--- config.mk ---
export PLATFORM = sky130hd
export DESIGN_NAME = ijs_mul
export DESIGN_NICKNAME = d
export VERILOG_FILES = /design/src/hdl/interarrival_jitter_stats_core_assert.svh /design/src/hdl/ijs_pkg.sv /design/src/hdl/ijs_mul.sv
export SDC_FILE = /design/constraint.sdc
export NUM_CORES = 2
export LEC_CHECK = 0
export BUFFER_PORTS_ARGS = -buffer_cell sky130_fd_sc_hd__buf_2
export CAP_MARGIN = 10
export CORE_MARGIN = 5
export CORE_UTILIZATION = 60
export DETAILED_ROUTE_END_ITERATION = 16
export HOLD_SLACK_MARGIN = 0.03
export PLACE_DENSITY = 0.78
export SLEW_MARGIN = 0
export SYNTH_ARGS = -nofsm -noshare
export SYNTH_HDL_FRONTEND = slang
export SYNTH_SLANG_ARGS = --single-unit
--- constraint.sdc ---
create_clock -name clk_i -period 10.12 [get_ports clk_i]
set_input_delay 2.024 -clock clk_i [delete_from_list [all_inputs] [get_ports clk_i]]
set_output_delay 2.024 -clock clk_i [all_outputs]
set_load 0.01 [all_outputs]
--- src/hdl/interarrival_jitter_stats_core_assert.svh ---
// Assertion macros for the interarrival jitter statistics core.
// No dependencies; included by the top level only.
`ifndef INTERARRIVAL_JITTER_STATS_CORE_ASSERT_SVH
`define INTERARRIVAL_JITTER_STATS_CORE_ASSERT_SVH

// Check a property on every rising edge outside reset.
`define IJS_ASSERT(name, clk, rst_n, prop, msg) \
  name: assert property (@(posedge clk) disable iff (!rst_n) (prop)) else $error(msg);

// Check that a condition implies another one in the next cycle.
`define IJS_ASSERT_NEXT(name, clk, rst_n, cond, prop, msg) \
  name: assert property (@(posedge clk) disable iff (!rst_n) (cond) |=> (prop)) \
    else $error(msg);

`endif

--- src/hdl/ijs_pkg.sv ---
// Shared types and constants of the interarrival jitter statistics core.
// No dependencies.
package ijs_pkg;

  localparam int unsigned TimeW  = 64;
  localparam int unsigned CountW = 32;
  localparam int unsigned SecW   = 32;
  localparam int unsigned UsecW  = 20;
  localparam int unsigned HalfW  = TimeW / 2;

  localparam logic [SecW-1:0]  USEC_PER_SEC = SecW'(1000000);
  localparam logic [TimeW-1:0] MIN_RESET    = '1;

  localparam logic OP_ARRIVAL = 1'b0;
  localparam logic OP_EXPORT  = 1'b1;

  typedef struct packed {
    logic             opcode;
    logic [SecW-1:0]  time_seconds;
    logic [UsecW-1:0] time_microseconds;
  } ijs_in_t;

  typedef struct packed {
    logic [CountW-1:0] interval_count;
    logic [TimeW-1:0]  min_gap;
    logic [TimeW-1:0]  avg_gap;
    logic [TimeW-1:0]  max_gap;
    logic [TimeW-1:0]  gap_variance;
  } ijs_out_t;

  typedef struct packed {
    logic              start;
    logic [TimeW-1:0]  dividend;
    logic [CountW-1:0] divisor;
  } div_req_t;

  typedef struct packed {
    logic             done;
    logic [TimeW-1:0] quotient;
  } div_rsp_t;

endpackage

--- src/hdl/ijs_mul.sv ---
// Shared 32 x 32 multiplier with a registered 64-bit product.
// Depends on ijs_pkg.
module ijs_mul
  import ijs_pkg::*;
(
  input  logic             clk_i,
  input  logic [HalfW-1:0] a_i,
  input  logic [HalfW-1:0] b_i,
  output logic [TimeW-1:0] prod_o
);

  logic [TimeW-1:0] prod_q;

  always_ff @(posedge clk_i) begin
    prod_q <= TimeW'(a_i) * TimeW'(b_i);
  end

  assign prod_o = prod_q;

endmodule

# Word-level counts from Yosys, hierarchy flattened
# Index checks and enable logic that the tools add are counted.
# totals
ff_bits	64
latchBits	0
mem_bits_ro	0
memories	0
word_cells	2
mem_bits_rw	0
# classes
bitwise	0
n_mux	0
add_sub_neg	0
mul	1
magnitude_cmp	0
n_reduce_logical	0
div	0
shifts	0
n_eq_ne	0
# op_table
operator	count
$mul 32x32->64	1

# Longest topological paths before layout
# logic_depth
ltp_word	1
depth_mapped	29
depth_no_buf	27

# Worst setup path after synthesis
# OpenSTA, ideal clock, no wires.
# synth_path
path_kind	input to register
start	input port a_i[25]
end	register prod_q[62], in the netlist prod_o[62]
stages	25
setup_slack_ns	1.343
t_arrival_ns	8.705
path_cell_list	clkbuf_1 -> nand2_1 -> fa_1 -> inv_1 -> fa_1 -> inv_1 -> fa_1 -> inv_1 -> fa_1 -> fa_1 -> fa_1 -> fa_1 -> inv_1 -> fa_1 -> inv_1 -> ha_1 -> buf_2 -> nand4_1 -> or4_1 -> or3_1 -> a31oi_1 -> a31o_2 -> a211oi_1 -> o21ai_1 -> xor2_1
# synth_via
elab_chain_cells	1
# synth_rtl
element	line	rtl
start: declaration	ijs_mul.sv:7	input logic [HalfW-1:0] a_i,
$mul 32x32->64	ijs_mul.sv:15	prod_q <= TimeW'(a_i) * TimeW'(b_i);
end signal: assignment	ijs_mul.sv:15	
end: declaration	ijs_mul.sv:12	logic [TimeW-1:0] prod_q;
# Every way passes these cells.

# Worst setup path in the final report
# layout_path
start	input port b_i[8]
end	register prod_q[62], in the netlist prod_o[62]
# layout_via
elab_chain_cells	1
# layout_rtl
element	line	rtl
start: declaration	ijs_mul.sv:8	input logic [HalfW-1:0] b_i,
$mul 32x32->64	ijs_mul.sv:15	
# Every way passes these cells.

==> reports/metrics.cfg <==
[logic_synthesis]
synth_area_um2 = 34700
ys.flop_type = dfxtp_1
ys.warnings.count = 0
synthAdderAreaFrac = 0.612
synth_compound_area_frac = 0.0415
syn_nets = 4972
synth-xor-area-share = 0.0152
synthMuxAreaShare = 0.000289
synth_cell_types = 57
synthArstFlopShare = 0
synth_top_family_by_area = adder cells
synthSimpleGateAreaFrac = 0.176
seq_area_frac_synth = 0.0369
synth_edf_count = 0
ys_ff_latch = 64
avgSynthCellArea_um2 = 9.25
synth_cells = 3748

[final_layout]
largest_register_ffs = 64
final_core_util = 0.627
drive_gt1_frac = 0.0524
mostFrequentLayoutCells = fa_1 (896), inv_1 (865), and2_1 (602)
mostFrequentLayoutCell = fa_1
fillers = 4794
area_delta_synth_final_pct = 3.86
fin_nets = 4926
postLayoutCellArea_um2 = 36000

[sta]
grt_setup_unrepaired = false
worstMarginPinSlew_ns = 0.784
setup_viol = 0
hold_violations = 0
setup_tns_ns = 0
finalCritPeriodShare = 0.935
fmax_mhz = 106
slew_viol_final = 0
min_period_ns = 9.46
slew_headroom = 0.478

[setup_path]
critPathMostFrequentCell = fa_1
end_kind = register
cp_slowest_stage_delay_ns = 0.57
worst-path-max-fanout = 32
crit_type = in2reg
path_cells = buf_2 > nand2_1 > fa_1 > inv_1 > fa_1 > inv_1 > fa_1 > inv_1 > fa_1 > fa_1 > fa_1 > fa_1 > inv_1 > fa_1 > inv_1 > ha_1 > nand4_1 > or4_1 > or3_1 > a31oi_1 > a31o_2 > a211oi_1 > o21ai_1 > xor2_1
cpMaxStageDelayCell = fa_1
cp.arrival_ns = 9.73
critPathRequiredTime_ns = 10.39
startpoint_type = primary input

[global_routing]
grt_max_degree = 33
grt_use_total = 0.290
antenna_found_initial = 2
grt_pass1_wl_um = 145000
grt_pass1_vias = 28218
grt.overflow.total = 0

[die]
num_io_pins = 129
start_util = 0.603
die_w_um = 250
die_h_um = 250
die-area_um2 = 62700
rows = 88
core_um2 = 57500

[drt]
drcViolationCount = 0
drt-initial-drc-count = 1544
drt_pass1_iterations = 5
via_per_inst = 5.64
drtAntennaViolNets = 0
via_count = 25206
routed_wl_um = 88200
post_drt_wl_per_cell_um = 19.7

[min_path]
hold_depth = 2
hp-class = in2reg

[flow_run]
maxCapViolCount = 0

[placed_design]
gp_congestion = 0.917
place_area_um2 = 35700
hpwl_um = 72500
io_buffers = 128

[clocking]
cts_num_sinks = 64
cts_setup_buffers = 0
tritoncts = built
cts_hold_buf = 0
cts_resized = 0
clk_path_buf_depth = 2
cts_root_buf = clkbuf_16
clk_pin_slew_ns = 0.05
htree_levels = 3
numCtsBuffers = 9

[status]
outcome = complete, no violations

==> final cells by class <==
class                   instances  area, um2  area share
multi-input cells            2599      29300       0.814
inverters                     865       3250      0.0902
flip-flops and latches         64       1280      0.0356
well taps                     765        957      0.0266
repair buffers                163        903      0.0251
clock buffers                   9        225     0.00625
clock inverters                 5       83.8     0.00233
diodes                          1       2.50   0.0000695
==> final timing paths <==
kind	start	endpoint	slack (ns)
max	b_i[8]	prod_o[62]	0.66
min	b_i[0]	prod_o[0]	2.35
==> through the flow <==
stage | cells | hold WS [ns] | setup slack (ns)
2_1_floorplan | 3748 | 2.15 | 1.34
3_3_place_gp | 4456 | 2.42 | 0.518
3_5_place_dp | 4456 | 2.42 | 0.403
4_1_cts | 4470 | 2.33 | 0.755
5_1_grt | 4470 | 2.36 | 0.316
6_report | 4471 | 2.35 | 0.660
==> worst max-delay path: cells and delay by family <==
kind / cells / cell delay, ns
compound gates: 4 / 1.06
xor+xnor: 1 / 0.15
fa+ha+maj: 9 / 4.48
simple gates: 4 / 1.22
buf+inv: 6 / 0.78
==> metal layers <==
| layer | track usage | up-vias | wire (um) |
|---|---|---|---|
| met5 | 0 | - | 13 |
| met3 | 0.0389 | 378 | 5630 |
| li1 | - | 10739 | - |
| met2 | 0.513 | 1062 | 45700 |
| met4 | 0.167 | 2 | 6570 |
| met1 | 0.340 | 13025 | 30300 |
==> synth_stat cells (14+ instances only) <==
master | number | share of area
and3_1 | 14 | 0.0025
dfxtp_1 | 64 | 0.037
nand2_1 | 480 | 0.052
a21o_1 | 40 | 0.0087
xor2_1 | 25 | 0.0063
fa_1 | 896 | 0.52
inv_1 | 865 | 0.094
xnor2_1 | 35 | 0.0088
o21ai_0 | 21 | 0.0030
clkbuf_1 | 213 | 0.023
nor2_1 | 20 | 0.0022
a21oi_1 | 63 | 0.0091
and2_1 | 602 | 0.11
nand4_1 | 23 | 0.0041
ha_1 | 263 | 0.095
==> cells by family (layout without fill, tap and decap cells) <==
logic type / after synthesis / count (layout)
and+or+nand+nor: 1177 / 1177
DFF: 64 / 64
muxes: 1 / 1
AOI/OAI and AO/OA: 202 / 202
other: 0 / 1
xor gates and xnor gates: 60 / 60
buffers and inverters: 1085 / 1042
adders and majority gates: 1159 / 1159
Power is not shown: default switching activity piles up to over one toggle a cycle in this logic, so the estimate is an artifact.
