<file path="src/hdl/interarrival_jitter_stats_core_assert.svh">
// Assertion macros for the interarrival jitter statistics core.
// No dependencies; included by the top level only.
`ifndef INTERARRIVAL_JITTER_STATS_CORE_ASSERT_SVH
`define INTERARRIVAL_JITTER_STATS_CORE_ASSERT_SVH

// Check a property on every rising edge outside reset.
`define IJS_ASSERT(name, clk, rst_n, prop, msg) \
  name: assert property (@(posedge clk) disable iff (!rst_n) (prop)) else $error(msg);

// Check that a condition implies another one in the next cycle.
`define IJS_ASSERT_NEXT(name, clk, rst_n, cond, prop, msg) \
  name: assert property (@(posedge clk) disable iff (!rst_n) (cond) |=> (prop)) \
    else $error(msg);

`endif

</file>
<file path="src/hdl/ijs_pkg.sv">
// Shared types and constants of the interarrival jitter statistics core.
// No dependencies.
package ijs_pkg;

  localparam int unsigned TimeW  = 64;
  localparam int unsigned CountW = 32;
  localparam int unsigned SecW   = 32;
  localparam int unsigned UsecW  = 20;
  localparam int unsigned HalfW  = TimeW / 2;

  localparam logic [SecW-1:0]  USEC_PER_SEC = SecW'(1000000);
  localparam logic [TimeW-1:0] MIN_RESET    = '1;

  localparam logic OP_ARRIVAL = 1'b0;
  localparam logic OP_EXPORT  = 1'b1;

  typedef struct packed {
    logic             opcode;
    logic [SecW-1:0]  time_seconds;
    logic [UsecW-1:0] time_microseconds;
  } ijs_in_t;

  typedef struct packed {
    logic [CountW-1:0] interval_count;
    logic [TimeW-1:0]  min_gap;
    logic [TimeW-1:0]  avg_gap;
    logic [TimeW-1:0]  max_gap;
    logic [TimeW-1:0]  gap_variance;
  } ijs_out_t;

  typedef struct packed {
    logic              start;
    logic [TimeW-1:0]  dividend;
    logic [CountW-1:0] divisor;
  } div_req_t;

  typedef struct packed {
    logic             done;
    logic [TimeW-1:0] quotient;
  } div_rsp_t;

endpackage

</file>
<file path="src/hdl/ijs_div.sv">
// Radix-2 restoring divider, 64-bit dividend by 32-bit divisor, one bit a cycle.
// Depends on ijs_pkg.
module ijs_div
  import ijs_pkg::*;
(
  input  logic     clk_i,
  input  logic     rst_ni,
  input  div_req_t req_i,
  output div_rsp_t rsp_o
);

  localparam int unsigned CntW = $clog2(TimeW);

  logic [CountW-1:0] rem_q;
  logic [TimeW-1:0]  quo_q;
  logic [CountW-1:0] den_q;
  logic [CntW-1:0]   cnt_q;
  logic              busy_q;
  logic              done_q;

  logic [CountW:0] trial;
  logic [CountW:0] diff;
  logic            ge;

  assign trial = {rem_q, quo_q[TimeW-1]};
  assign diff  = trial - {1'b0, den_q};
  assign ge    = (trial >= {1'b0, den_q});

  always_ff @(posedge clk_i or negedge rst_ni) begin
    if (!rst_ni) begin
      busy_q <= 1'b0;
      done_q <= 1'b0;
      cnt_q  <= '0;
    end else begin
      done_q <= 1'b0;
      if (req_i.start) begin
        busy_q <= 1'b1;
        cnt_q  <= '0;
      end else if (busy_q) begin
        cnt_q <= cnt_q + 1'b1;
        if (cnt_q == CntW'(TimeW - 1)) begin
          busy_q <= 1'b0;
          done_q <= 1'b1;
        end
      end
    end
  end

  always_ff @(posedge clk_i) begin
    if (req_i.start) begin
      rem_q <= '0;
      quo_q <= req_i.dividend;
      den_q <= req_i.divisor;
    end else if (busy_q) begin
      // remainder stays below the divisor, so the top trial bit drops out
      rem_q <= ge ? diff[CountW-1:0] : trial[CountW-1:0];
      quo_q <= {quo_q[TimeW-2:0], ge};
    end
  end

  assign rsp_o.done     = done_q;
  assign rsp_o.quotient = quo_q;

endmodule

</file>
<file path="config.mk">
export PLATFORM = sky130hd
export DESIGN_NAME = ijs_div
export DESIGN_NICKNAME = d
export VERILOG_FILES = /design/src/hdl/interarrival_jitter_stats_core_assert.svh /design/src/hdl/ijs_pkg.sv /design/src/hdl/ijs_div.sv
export SDC_FILE = /design/constraint.sdc
export NUM_CORES = 1
export LEC_CHECK = 0
export BUFFER_PORTS_ARGS = -buffer_cell sky130_fd_sc_hd__buf_2
export CORE_UTILIZATION = 48
export DETAILED_ROUTE_END_ITERATION = 10
export PLACE_DENSITY = 0.79
export SLEW_MARGIN = 20
export SYNTH_ARGS = -nofsm -noshare
export SYNTH_HDL_FRONTEND = slang
export SYNTH_SLANG_ARGS = --single-unit
</file>
<file path="constraint.sdc">
create_clock -name clk_i -period 4.2 [get_ports clk_i]
set_input_delay 0.84 -clock clk_i [delete_from_list [all_inputs] [get_ports clk_i]]
set_output_delay 0.84 -clock clk_i [all_outputs]
set_load 0.01 [all_outputs]
</file>
---- Word level (Yosys, flattened, before mapping) ----
Cells that the tools add are included.
W data, S select, Z words.
storage, ports and cells
  bits in registers ....................... 136
  input bits .............................. 99
cells by class
  add/subtract/negate cells ............... 2
  order comparisons ....................... 1
  eq/ne operators ......................... 1
  mux-type cells .......................... 11
  reductions and logical operators ........ 1
operator list
  kind                   count
  $mux W64               2
  $ge A33 B32 Y1         1
  $mux W32               1
  $sub A32 B32 Y32       1
  $mux W6                2
  $add A6 B1 Y6 const B  1
  $eq A6 B6 Y1 const B   1
  $mux W1                6
  $reduce_bool A2 Y1     1

---- Longest topological paths before layout ----
Gate-level depths: netlist (run 1).
  depth in word-level cells ............... 4
  gate-level depth with buffers ........... 14
  mapped depth without buffers ............ 12

---- Worst setup path before layout (run 1) ----
No wires, ideal clock.
  kind .................................... input to register
  start ................................... in req_i[96] in the netlist's numbering
  end ..................................... reg quo_q[0], enable pin
  setup time .............................. 418 ps
  arrival ................................. 2567 ps
  slack ................................... 1215 ps
  cell stages on the path ................. 4
  cells stage by stage .................... clkbuf_1 -> nor2_1 -> clkbuf_1 -> inv_1
between the ends
  word-level cells in the longest chain between the ends .. 1
ends and longest elaborated chain
  element                       RTL line       text
  from (decl)                   ijs_div.sv:8   input div_req_t req_i,
  $reduce_bool A2 Y1 (no line)  --
  to (signal assigned)          ijs_div.sv:52  quo_q <= req_i.dividend;
  to (signal assigned)          ijs_div.sv:57  quo_q <= {quo_q[TimeW-2:0], ge};
  to (decl)                     ijs_div.sv:15  logic [TimeW-1:0] quo_q;
Every way passes these cells.
A chain may end at the register's enable or synchronous reset.

---- Final worst setup path (run 1) ----
  start ................................... reg den_q[10]
  end ..................................... reg rem_q[25]
between the ends
  word-level cells in the longest chain between the ends .. 2
  elaborated cells between the ends (all ways) .. 3
  classes of those cells .................. add/sub: 1; order compare: 1; mux: 1
ends and longest elaborated chain
  element                                                    RTL line                      text
  from (decl)                                                ijs_div.sv:16                 logic [CountW-1:0] den_q;
  from (signal assigned)                                     ijs_div.sv:53                 den_q <= req_i.divisor;
  $sub A32 B32 Y32 / $ge A33 B32 Y1 (equally long branches)  ijs_div.sv:26, ijs_div.sv:27
  $mux W32 *                                                 ijs_div.sv:56                 rem_q <= ge ? diff[CountW-1:0] : trial[CountW-1:0];
  to (signal assigned)                                       ijs_div.sv:56
  to (decl)                                                  ijs_div.sv:14                 logic [CountW-1:0] rem_q;
Mark *: on every way between the ends. The rest lies on a longest branch, timed or not.

==> results of run 1 <==
-- synth_stat cells, drive strengths merged, types with 4 or more instances --
cell type / n / share of area
o21a: 4 / 0.0042
a21oi: 28 / 0.021
nor2: 40 / 0.021
xor2: 15 / 0.018
a211o: 4 / 0.0049
a211oi: 13 / 0.014
clkbuf: 17 / 0.0089
dfrtp: 8 / 0.028
mux2i: 18 / 0.025
nand4: 7 / 0.0061
dfxtp: 32 / 0.090
and2: 6 / 0.0052
buf: 12 / 0.012
a21o: 12 / 0.013
xnor2: 17 / 0.021
inv: 40 / 0.021
or3: 6 / 0.0052
edfxtp: 96 / 0.40
o31ai: 4 / 0.0042
nand2: 45 / 0.024
ha: 33 / 0.058
nand3: 16 / 0.011
mux2: 63 / 0.099
and3: 4 / 0.0035
nand2b: 7 / 0.0061
o21bai: 5 / 0.0052
a311oi: 7 / 0.0086
o21ai: 24 / 0.017
a31oi: 8 / 0.0070
-- layer usage --
layer  share of wire  wire, um  up-vias
li1                -         -     2618
met1            0.42      6985     2587
met2            0.49      8134      176
met3           0.074      1230       14
met4           0.012       195        0
met5               0         0        -
-- final cells by class --
type | instances | area share
Inverter | 41 | 0.01783
Clock buffer | 21 | 0.05178
Tap cell | 184 | 0.02646
Clock inverter | 11 | 0.01467
Multi-Input combinational cell | 415 | 0.3597
Sequential cell | 136 | 0.4280
Timing Repair Buffer | 170 | 0.1015
-- path summary, 6_finish.rpt --
check	depth (start not counted)	to	from	slack (ns)
setup / recovery	11	rem_q[25]	den_q[10]	1.03
max in group asynchronous	1	busy_q	rst_ni	3.77
setup reg to reg	11	rem_q[25]	den_q[10]	1.03
hold / removal	1	cnt_q[4]	rst_ni	0.25
hold reg to reg	2	rem_q[2]	rem_q[2]	0.47
min in group clk_i	2	rem_q[2]	rem_q[2]	0.47
-- logic make-up after synthesis --
kind of cell,count (synthesis),share of synthesized area
adders and majority gates,34,0.06049
DFF,136,0.5203
and+or+nand+nor,140,0.09056
muxes,81,0.1243
AOI/OAI and AO/OA,128,0.1227
buffers and inverters,70,0.04248
xor gates and xnor gates,32,0.03916
-- flip-flops by register name, summed over array words and instances, names as in the netlist --
name and cells:
busy_q 1, cnt_q 6, den_q 32, done_q 1, quo_q 64, rem_q 32
-- critical path, cell delays in order, from the launching register on --
cell and delay (ns):
edfxtp_1 0.32, inv_1 0.04, ha_1 0.40, nand4_1 0.15, nor3_1 0.21, o21ai_1 0.13, a2111o_1 0.49, a2111oi_4 0.37
nor2_2 0.10, a21o_1 0.43, a32oi_1 0.29, o31ai_1 0.09
-- layout by cell type (no fill, tap or decap), drive strengths merged, types with 3 or more instances in the layout --
master,n
a32oi,3
mux2,63
o21a,4
xor2,15
nand2b,7
and2,6
a211oi,13
o21bai,5
a21oi,28
o31ai,4
a41oi,3
ha,33
edfxtp,96
a211o,4
a311oi,7
clkbuf,21
and3,4
mux2i,18
a21o,12
nor3,3
a31oi,8
dfrtp,8
nor2,40
or3,6
nand4,7
buf,170
dfxtp,32
inv,40
o21ai,24
o211ai,3
xnor2,17
nand3,16
clkinvlp,3
nand2,45
clkinv,7
-- power by group --
part / switching, mW / total [mW] / internal, mW
clock network: 0.570 / 1.46 / 0.890
logic: 0.212 / 0.406 / 0.195
registers: 0.0477 / 1.59 / 1.55
total: 0.829 / 3.46 / 2.63
==> run summary, run 1 <==
Outcome = finished clean
Placement Cell Area = 0.008122 mm2
CP Class = reg2reg
Root buffer cell = clkbuf_16
GP Congestion = 0.8866
Met1 Usage GRT = 0.2709
Rel. slew slack = 0.4216
Die height = 124.1 um
Slew Limit Fails = 0
Synth unique cells = 55
Worst hold path type = in2async
Hold Fails Final Rpt = 0
Nets = 914
Clock-pin slew of the registers on the worst-case setup and hold paths = 0.06 ns
Cells after Synth = 621
Met3 Track Usage GR = 0.06960
Vias = 5395
ANT nets after route = 0
Asr flop ratio synth = 0.05882
Yosys warns = 0
Final worst path period share = 0.7554
FMAX = 0.3152 GHz
Pre-CTS setup slack = 1.036 ns
Total grt overflow = 0
Clk sinks = 136
Crit path time final = 3.173 ns
Post-synth EDFFs = 96
Worst EP arrival = 3.45 ns
Setup crit end kind = flip-flop
Clk buf depth = 2
Crit-path max FO = 18
DR vias/cell = 5.516
Critical path startpoint category = flip-flop
Layout cells sized above 1 = 0.3375
GRT Max-Usage Layer = met2
PortBufs = 163
Non-filler cells, final = 978
Unrepaired setup endpoints after global routing = no
1st-pass router iterations = 5
CTS buffer count = 17
Total power = 3.460 mW
Grt met2 use = 0.3802
Vias in the first global route = 5359
Top Ports = 164
Wire length per cell = 16.92 um
P per Cell Area = 397.8 mW/mm2
# DRC = 0
Initial antenna violation count = 0
CP Data Required Time = 4.48 ns
Post-CTS setup buffers = 0
Worst Slack Setup Final = 1.027 ns
Setup Skew = 0.01173 ns
# rows = 44
Cts hold-fix bufs = 0
Post-Syn Nets = 754
Total routed wirelength = 16550 um
Die area = 0.01540 mm2
Placed wire-length estimate = 12090 um
Filler Cell Count = 1255
Top_reg_cell synth = edfxtp_1
Setup TNS = 0 ns
Fin area = 0.008700 mm2
CTS tree = built
Largest net degree at the start of global routing = 58
Worst slew pin tran = 0.8658 ns
FF/Latch Area = 0.003724 mm2
Standby leakage power = 3.732 nW
H-tree Lvls = 4
CTS resizes = 0
Mean post-synth cell area = 11.52 um2
Clk Latency, worst-skew pair = 0.42 ns
Tightest hold margin = 0.2473 ns
Initial Utilization = 0.4924
Die width = 124.1 um
Area occupied by multi-input gates = 0.003129 mm2
Synthesized area = 0.007157 mm2
Core area = 0.01453 mm2
Sequential-to-total area share from yosys stat = 0.5203
Dpl cells = 946
Flops & latches, synth = 136
Endpoints failing setup = 0
Global-route wire length before repair = 26100 um
Final Util = 0.5986
GRT Util Overall = 0.2247
Antenna diodes = 0
Initial DRC count = 311
VDD IR-drop max = 0.0003015 V
MaxCap Viol Count = 0
Area delta synth->final = 21.56%
No activity file was read; power rests on OpenSTA's default activity.
==> run 2, diff against run 1 <==
- clock period: 4.2 -> 3.1 ns (I/O delays scaled with it)
==> run 2 against run 1 <==
  * Combinational power grew 40%
  * Sequential share of layout area shrank 1.4 points
  * Die area is the same
  * Utilization grew 2.0 points
  * Sequential cell count is the same
  * Register-to-register slack lost 0.88 ns
  * Power grew 38%
  * Cell area grew 3.4%
  * Count of clock-buffer cells in the layout shrank 4
  * Critical path type unchanged
  * Largest cell class unchanged
  * Highest routed layer unchanged
==> run summary, run 2 (synthesized netlist as in run 1, its figures left out) <==
CP Data Required Time = 3.38 ns (-1.10 ns)
Combinational Power Share = 0.120 (+0.003)
VDD IR-drop max = 0.0004037 V (+34%)
CTS tree = built
Outcome = finished clean
Reg with most FFs = quo_q
Worst EP arrival = 3.23 ns (-0.22 ns)
Filler Cell Count = 1189 (-5.3%)
Clock-pin slew of the registers on the worst-case setup and hold paths = 0.06 ns (about the same)
CTS buffer count = 17 (unchanged)
Slew Limit Fails = 0 (unchanged)
Die area = 0.01540 mm2 (unchanged)
Reg power frac = 0.453 (-0.008)
GRT Util Overall = 0.2275 (+0.002832)
Initial antenna violation count = 0 (unchanged)
Critical path startpoint category = flip-flop
Switching power = 1.190 mW (+43%)
Max FFs per register = 64 (unchanged)
Clk sinks = 136 (unchanged)
Clk Latency, worst-skew pair = 0.43 ns (about the same)
Clk buf depth = 2 (unchanged)
P per Cell Area = 529.2 mW/mm2 (+33%)
Endpoints failing setup = 0 (unchanged)
Die width = 124.1 um (unchanged)
1st-pass router iterations = 5 (unchanged)
Wire length per cell = 17.22 um (+1.8%)
Most common cell after layout, fill and taps aside = buf_2
Die height = 124.1 um (unchanged)
Dpl cells = 957 (+1.2%)
MaxCap Viol Count = 0 (unchanged)
Nets = 932 (+2.0%)
Crit-path max FO = 5 (-13)
Rel. slew slack = 0.5542 (+0.1325)
PortBufs = 163 (unchanged)
Final Util = 0.6191 (+0.02049)
Largest net degree at the start of global routing = 54 (-6.9%)
DR vias/cell = 5.527 (+0.19%)
Clock Power Share = 0.427 (+0.005)
Internal = 3.571 mW (+36%)
Final worst path period share = 0.9521 (+0.1967)
Placement Cell Area = 0.008229 mm2 (+1.3%)
Switching part of the total power = 0.2499 (+0.01025)
Root buffer cell = clkbuf_16
Standby leakage power = 3.856 nW (+3.3%)
Worst hold path type = in2async
Total grt overflow = 0 (unchanged)
Non-filler cells, final = 996 (+1.8%)
Setup Skew = 0.01106 ns (-0.0006683 ns)
Total routed wirelength = 17160 um (+3.7%)
Layout cells sized above 1 = 0.3670 (+0.02946)
Antenna diodes = 0 (unchanged)
Placed wire-length estimate = 12080 um (about the same)
Hold Fails Final Rpt = 0 (unchanged)
# DRC = 0 (unchanged)
FMAX = 0.3388 GHz (+7.5%)
Global-route wire length before repair = 26320 um (+0.82%)
Area delta synth->final = 25.72%
ANT nets after route = 0 (unchanged)
Worst slew pin tran = 0.6688 ns (-0.1970 ns)
Setup crit end kind = flip-flop
Most frequent cells in the layout = buf_2 (162), edfxtp_1 (96), mux2_2 (63), nand2_1 (45)
Top Ports = 164 (unchanged)
Initial DRC count = 345 (+11%)
Initial Utilization = 0.4924 (unchanged)
Crit path time final = 2.951 ns (-0.2211 ns)
CP Class = reg2reg
Setup TNS = 0 ns (unchanged)
Vias in the first global route = 5266 (-1.7%)
# rows = 44 (unchanged)
H-tree Lvls = 4 (unchanged)
Vias = 5505 (+2.0%)
Core area = 0.01453 mm2 (unchanged)
GP Congestion = 0.8901 (+0.39%)
Fin area = 0.008997 mm2 (+3.4%)
Largest regs = quo_q (64), den_q (32), rem_q (32)
-- run 2: per-stage QoR --
step,power [mW],setup WS (ns),hold slack [ns]
after global routing,4.943,-0.03521,0.02670
after CTS,4.790,0.005929,0.01917
after detailed placement,2.753,0.01991,0.4653
final,4.761,0.1485,0.02783
after floorplan,2.509,0.1587,0.3244
after global placement,2.740,0.1035,0.4596
-- run 2: critical path, cell delays in order (launching register included) --
cell and delay (ns):
edfxtp_1 0.32, inv_1 0.04, ha_1 0.37, o211ai_1 0.13, a21oi_2 0.18, o21ai_1 0.14, a2111o_1 0.45, a2111oi_4 0.33
nor2_2 0.11, a21oi_4 0.16, buf_12 0.14, buf_12 0.13, mux2i_1 0.22, a211oi_2 0.09
-- run 2: area by class of cell --
type	count	area (um2)	area share
clock buffers	17	425.4	0.04728
clock inverters	15	165.2	0.01836
inverters	41	155.1	0.01724
multi-input cells	415	3196	0.3552
flip-flops and latches	136	3724	0.4139
well taps	184	230.2	0.02559
repair buffers	188	1102	0.1225
-- run 2: worst paths after layout --
check	startpoint	endpoint	slack [ns]	cells past startpoint
max	den_q[4]	rem_q[5]	0.15	13
min	rst_ni	cnt_q[4]	0.03	1
max reg2reg	den_q[4]	rem_q[5]	0.15	13
min reg2reg	rem_q[19]	rem_q[19]	0.47	2
max in group asynchronous	rst_ni	done_q	2.90	1
min in group clk_i	req_i[29]	den_q[29]	0.37	1
-- run 2: power by group through the flow --
stage                     logic, mW  registers [mW]  clock network [mW]
final                         0.569            2.16                2.03
after global placement        0.547            2.19                   0
after detailed placement      0.558            2.19                   0
after global routing          0.623            2.17                2.15
after CTS                     0.562            2.16                2.07
after floorplan               0.281            2.23                   0
-- run 2: per-layer routing --
layer / wire length [um] / part of all wire / GRT usage
met3: 1336 / 0.078 / 0.08013
met4: 155 / 0.0090 / 0.06622
met2: 8495 / 0.50 / 0.3698
met5: 0 / 0 / 0
met1: 7168 / 0.42 / 0.2842
-- run 2: what timing repair did --
action,in CTS,in global routing
setup endpoints to repair,0,33
gates resized for setup,0,16
setup buffers,0,4
hold buffers,0,0
==> run 3, diff against run 2 <==
==> constraint.sdc (replaced) <==
create_clock -name clk_i -period 3.1 [get_ports clk_i]
set_input_delay 0.465 -clock clk_i [delete_from_list [all_inputs] [get_ports clk_i]]
set_output_delay 0.465 -clock clk_i [all_outputs]
set_load 0.01 [all_outputs]
==> run 3 against run 2 <==
  * Worst setup slack worse by 0.096 ns
  * Sequential cell count unchanged
  * Power down 0.99%
  * Sequential share of layout area down 0.44 points
  * First-iteration DRC count up 13%
  * Register-to-register slack worse by 0.096 ns
  * Non-clock buffer count up 3
  * Cell area up 1.1%
  * Critical path depth down 1
  * Sequential power about the same
  * Clock skew about the same
  * Routed wire length down 0.28%
  * Critical endpoint is now rem_q[13]
  * Largest cell class unchanged
  * Highest routed layer unchanged
==> run summary, run 3 (synthesized netlist as in run 1, its figures left out) <==
Clk buf depth = 2 (unchanged)
Total routed wirelength = 17110 um (-0.28%)
CTS buffer count = 17 (unchanged)
Initial DRC count = 389 (+13%)
Area occupied by multi-input gates = 0.003318 mm2 (+3.8%)
Placement Cell Area = 0.008217 mm2 (-0.15%)
Critical R2R Launch = den_q[1]
VDD IR-drop max = 0.0003943 V (-2.3%)
Standby leakage power = 3.848 nW (-0.19%)
Pre-CTS setup slack = -0.04959 ns (-0.06950 ns)
Layout cells sized above 1 = 0.3902 (+0.02319)
Worst EP arrival = 3.33 ns (+0.10 ns)
Most frequent cells in the layout = buf_2 (162), edfxtp_1 (96), mux2_2 (63), nand2_1 (44), nor2_1 (39)
Rel. slew slack = 0.6338 (+0.07964)
Crit-path max cell delay = 0.48 ns (+0.03 ns)
Clock-pin slew of the registers on the worst-case setup and hold paths = 0.07 ns (about the same)
Final worst path period share = 0.9831 (+0.03105)
Worst hold path type = in2reg
P per Cell Area = 518.4 mW/mm2 (-2.0%)
Core area = 0.01453 mm2 (unchanged)
Global-route wire length before repair = 25990 um (-1.3%)
# rows = 44 (unchanged)
FF-to-FF setup slack = 0.05 ns (-0.10 ns)
Worst Slack Setup Final = 0.05225 ns (-0.09626 ns)
Antenna diodes = 0 (unchanged)
Reg with most FFs = quo_q
Non-filler cells, final = 999 (+0.30%)
Outcome = finished clean
DR vias/cell = 5.534 (+0.12%)
Nets = 935 (+0.32%)
Area delta synth->final = 27.06%
GP Congestion = 0.8963 (+0.70%)
Top Ports = 164 (unchanged)
H-tree Lvls = 4 (unchanged)
Reg2Reg Depth = 12 (-1)
Vias in the first global route = 5300 (+0.65%)
1st-pass router iterations = 5 (unchanged)
Hold Fails Final Rpt = 0 (unchanged)
Die height = 124.1 um (unchanged)
Endpoints failing setup = 0 (unchanged)
Vias = 5528 (+0.42%)
Clk Latency, worst-skew pair = 0.43 ns (about the same)
Setup Skew = 0.01118 ns (+0.0001204 ns)
R2r endpoint = rem_q[13]
CP Cell Sequence = inv_1, ha_4, nand2b_1, a21oi_2, o21ai_2, a2111o_1, a2111oi_4, nor2_2, a21oi_4, clkbuf_16, mux2i_1, a211oi_1
Most common cell after layout, fill and taps aside = buf_2
MaxCap Viol Count = 0 (unchanged)
Die width = 124.1 um (unchanged)
Max FFs per register = 64 (unchanged)
Dpl cells = 957 (unchanged)
Slowest CP cell = a2111o_1
Setup crit end kind = flip-flop
Largest net degree at the start of global routing = 52 (-3.7%)
ANT nets after route = 0 (unchanged)
Wire length per cell = 17.13 um (-0.58%)
Clk sinks = 136 (unchanged)
Crit-path max FO = 5 (unchanged)
Worst slew pin tran = 0.5493 ns (-0.1195 ns)
Worst setup path start = den_q[1]
Root buffer cell = clkbuf_16
# DRC = 0 (unchanged)
CP endpoint = rem_q[13]
Initial Utilization = 0.4924 (unchanged)
Largest regs = quo_q (64), den_q (32), rem_q (32)
FMAX = 0.3281 GHz (-3.2%)
Total grt overflow = 0 (unchanged)
CP Data Required Time = 3.38 ns (about the same)
Fin area = 0.009094 mm2 (+1.1%)
FF/Latch Area = 0.003724 mm2 (unchanged)
CP Class = reg2reg
GRT Util Overall = 0.2230 (-0.004539)
Tightest hold margin = 0.2160 ns (+0.1881 ns)
Initial antenna violation count = 0 (unchanged)
Unrepaired setup endpoints after global routing = yes
Die area = 0.01540 mm2 (unchanged)
Critical path startpoint category = flip-flop
Placed wire-length estimate = 11950 um (-1.1%)
Slew Limit Fails = 0 (unchanged)
PortBufs = 163 (unchanged)
Crit path time final = 3.048 ns (+0.09626 ns)
Filler Cell Count = 1203 (+1.2%)
CTS tree = built
## run 3: worst min-delay path by stage
stage	depth (start not counted)	end	start
detailed placement	1	done_q	rst_ni
floorplan	0	busy_q	rst_ni
global route	1	den_q[15]	req_i[15]
finish	1	den_q[0]	req_i[0]
global placement	1	done_q	rst_ni
CTS	1	den_q[0]	req_i[0]
## run 3: critical path, delay by kind of cell (launching register included)
kind,cells,cell delay [ns]
buffers and inverters,2,0.31
AOI/OAI and AO/OA,6,1.56
adders and majority gates,1,0.27
and+or+nand+nor,2,0.20
DFF,1,0.37
muxes,1,0.20
## run 3: power breakdown
group	internal [mW]	total, mW	switching, mW
registers	2.09	2.16	0.0658
clock network	1.12	1.96	0.838
logic	0.295	0.596	0.300
## run 3: area by class of cell
cell class              count  share of cell area
clock inverters            15             0.01569
flip-flops and latches    136              0.4095
multi-input cells         415              0.3649
repair buffers            191              0.1208
well taps                 184             0.02532
clock buffers              17             0.04678
inverters                  41             0.01706
## run 3: repair_timing
item                                    CTS  global route
cloned                                    0             3
resized for setup                         3            33
pin swaps                                 1            20
hold endpoints to repair                  8             0
endpoints found under the setup margin    5            30
hold buffers                              1             0
setup buffers                             0             6
## run 3: layer usage
layer  vias to the layer above  track usage  share of wire
li1                       2657            -              -
met1                      2656       0.2725           0.41
met2                       196       0.3636           0.50
met3                        19      0.08013          0.076
met4                         0      0.07515          0.014
met5                         -            0              0
## run 3: metrics by stage
stage | TNS, ns | power (mW) | util
floorplan | 0 | 2.509 | -
global placement | 0 | 2.741 | 0.5653
detailed placement | -0.06341 | 2.754 | 0.5653
CTS | 0 | 4.718 | 0.6055
global route | -1.093 | 4.888 | 0.6257
finish | 0 | 4.714 | 0.6257
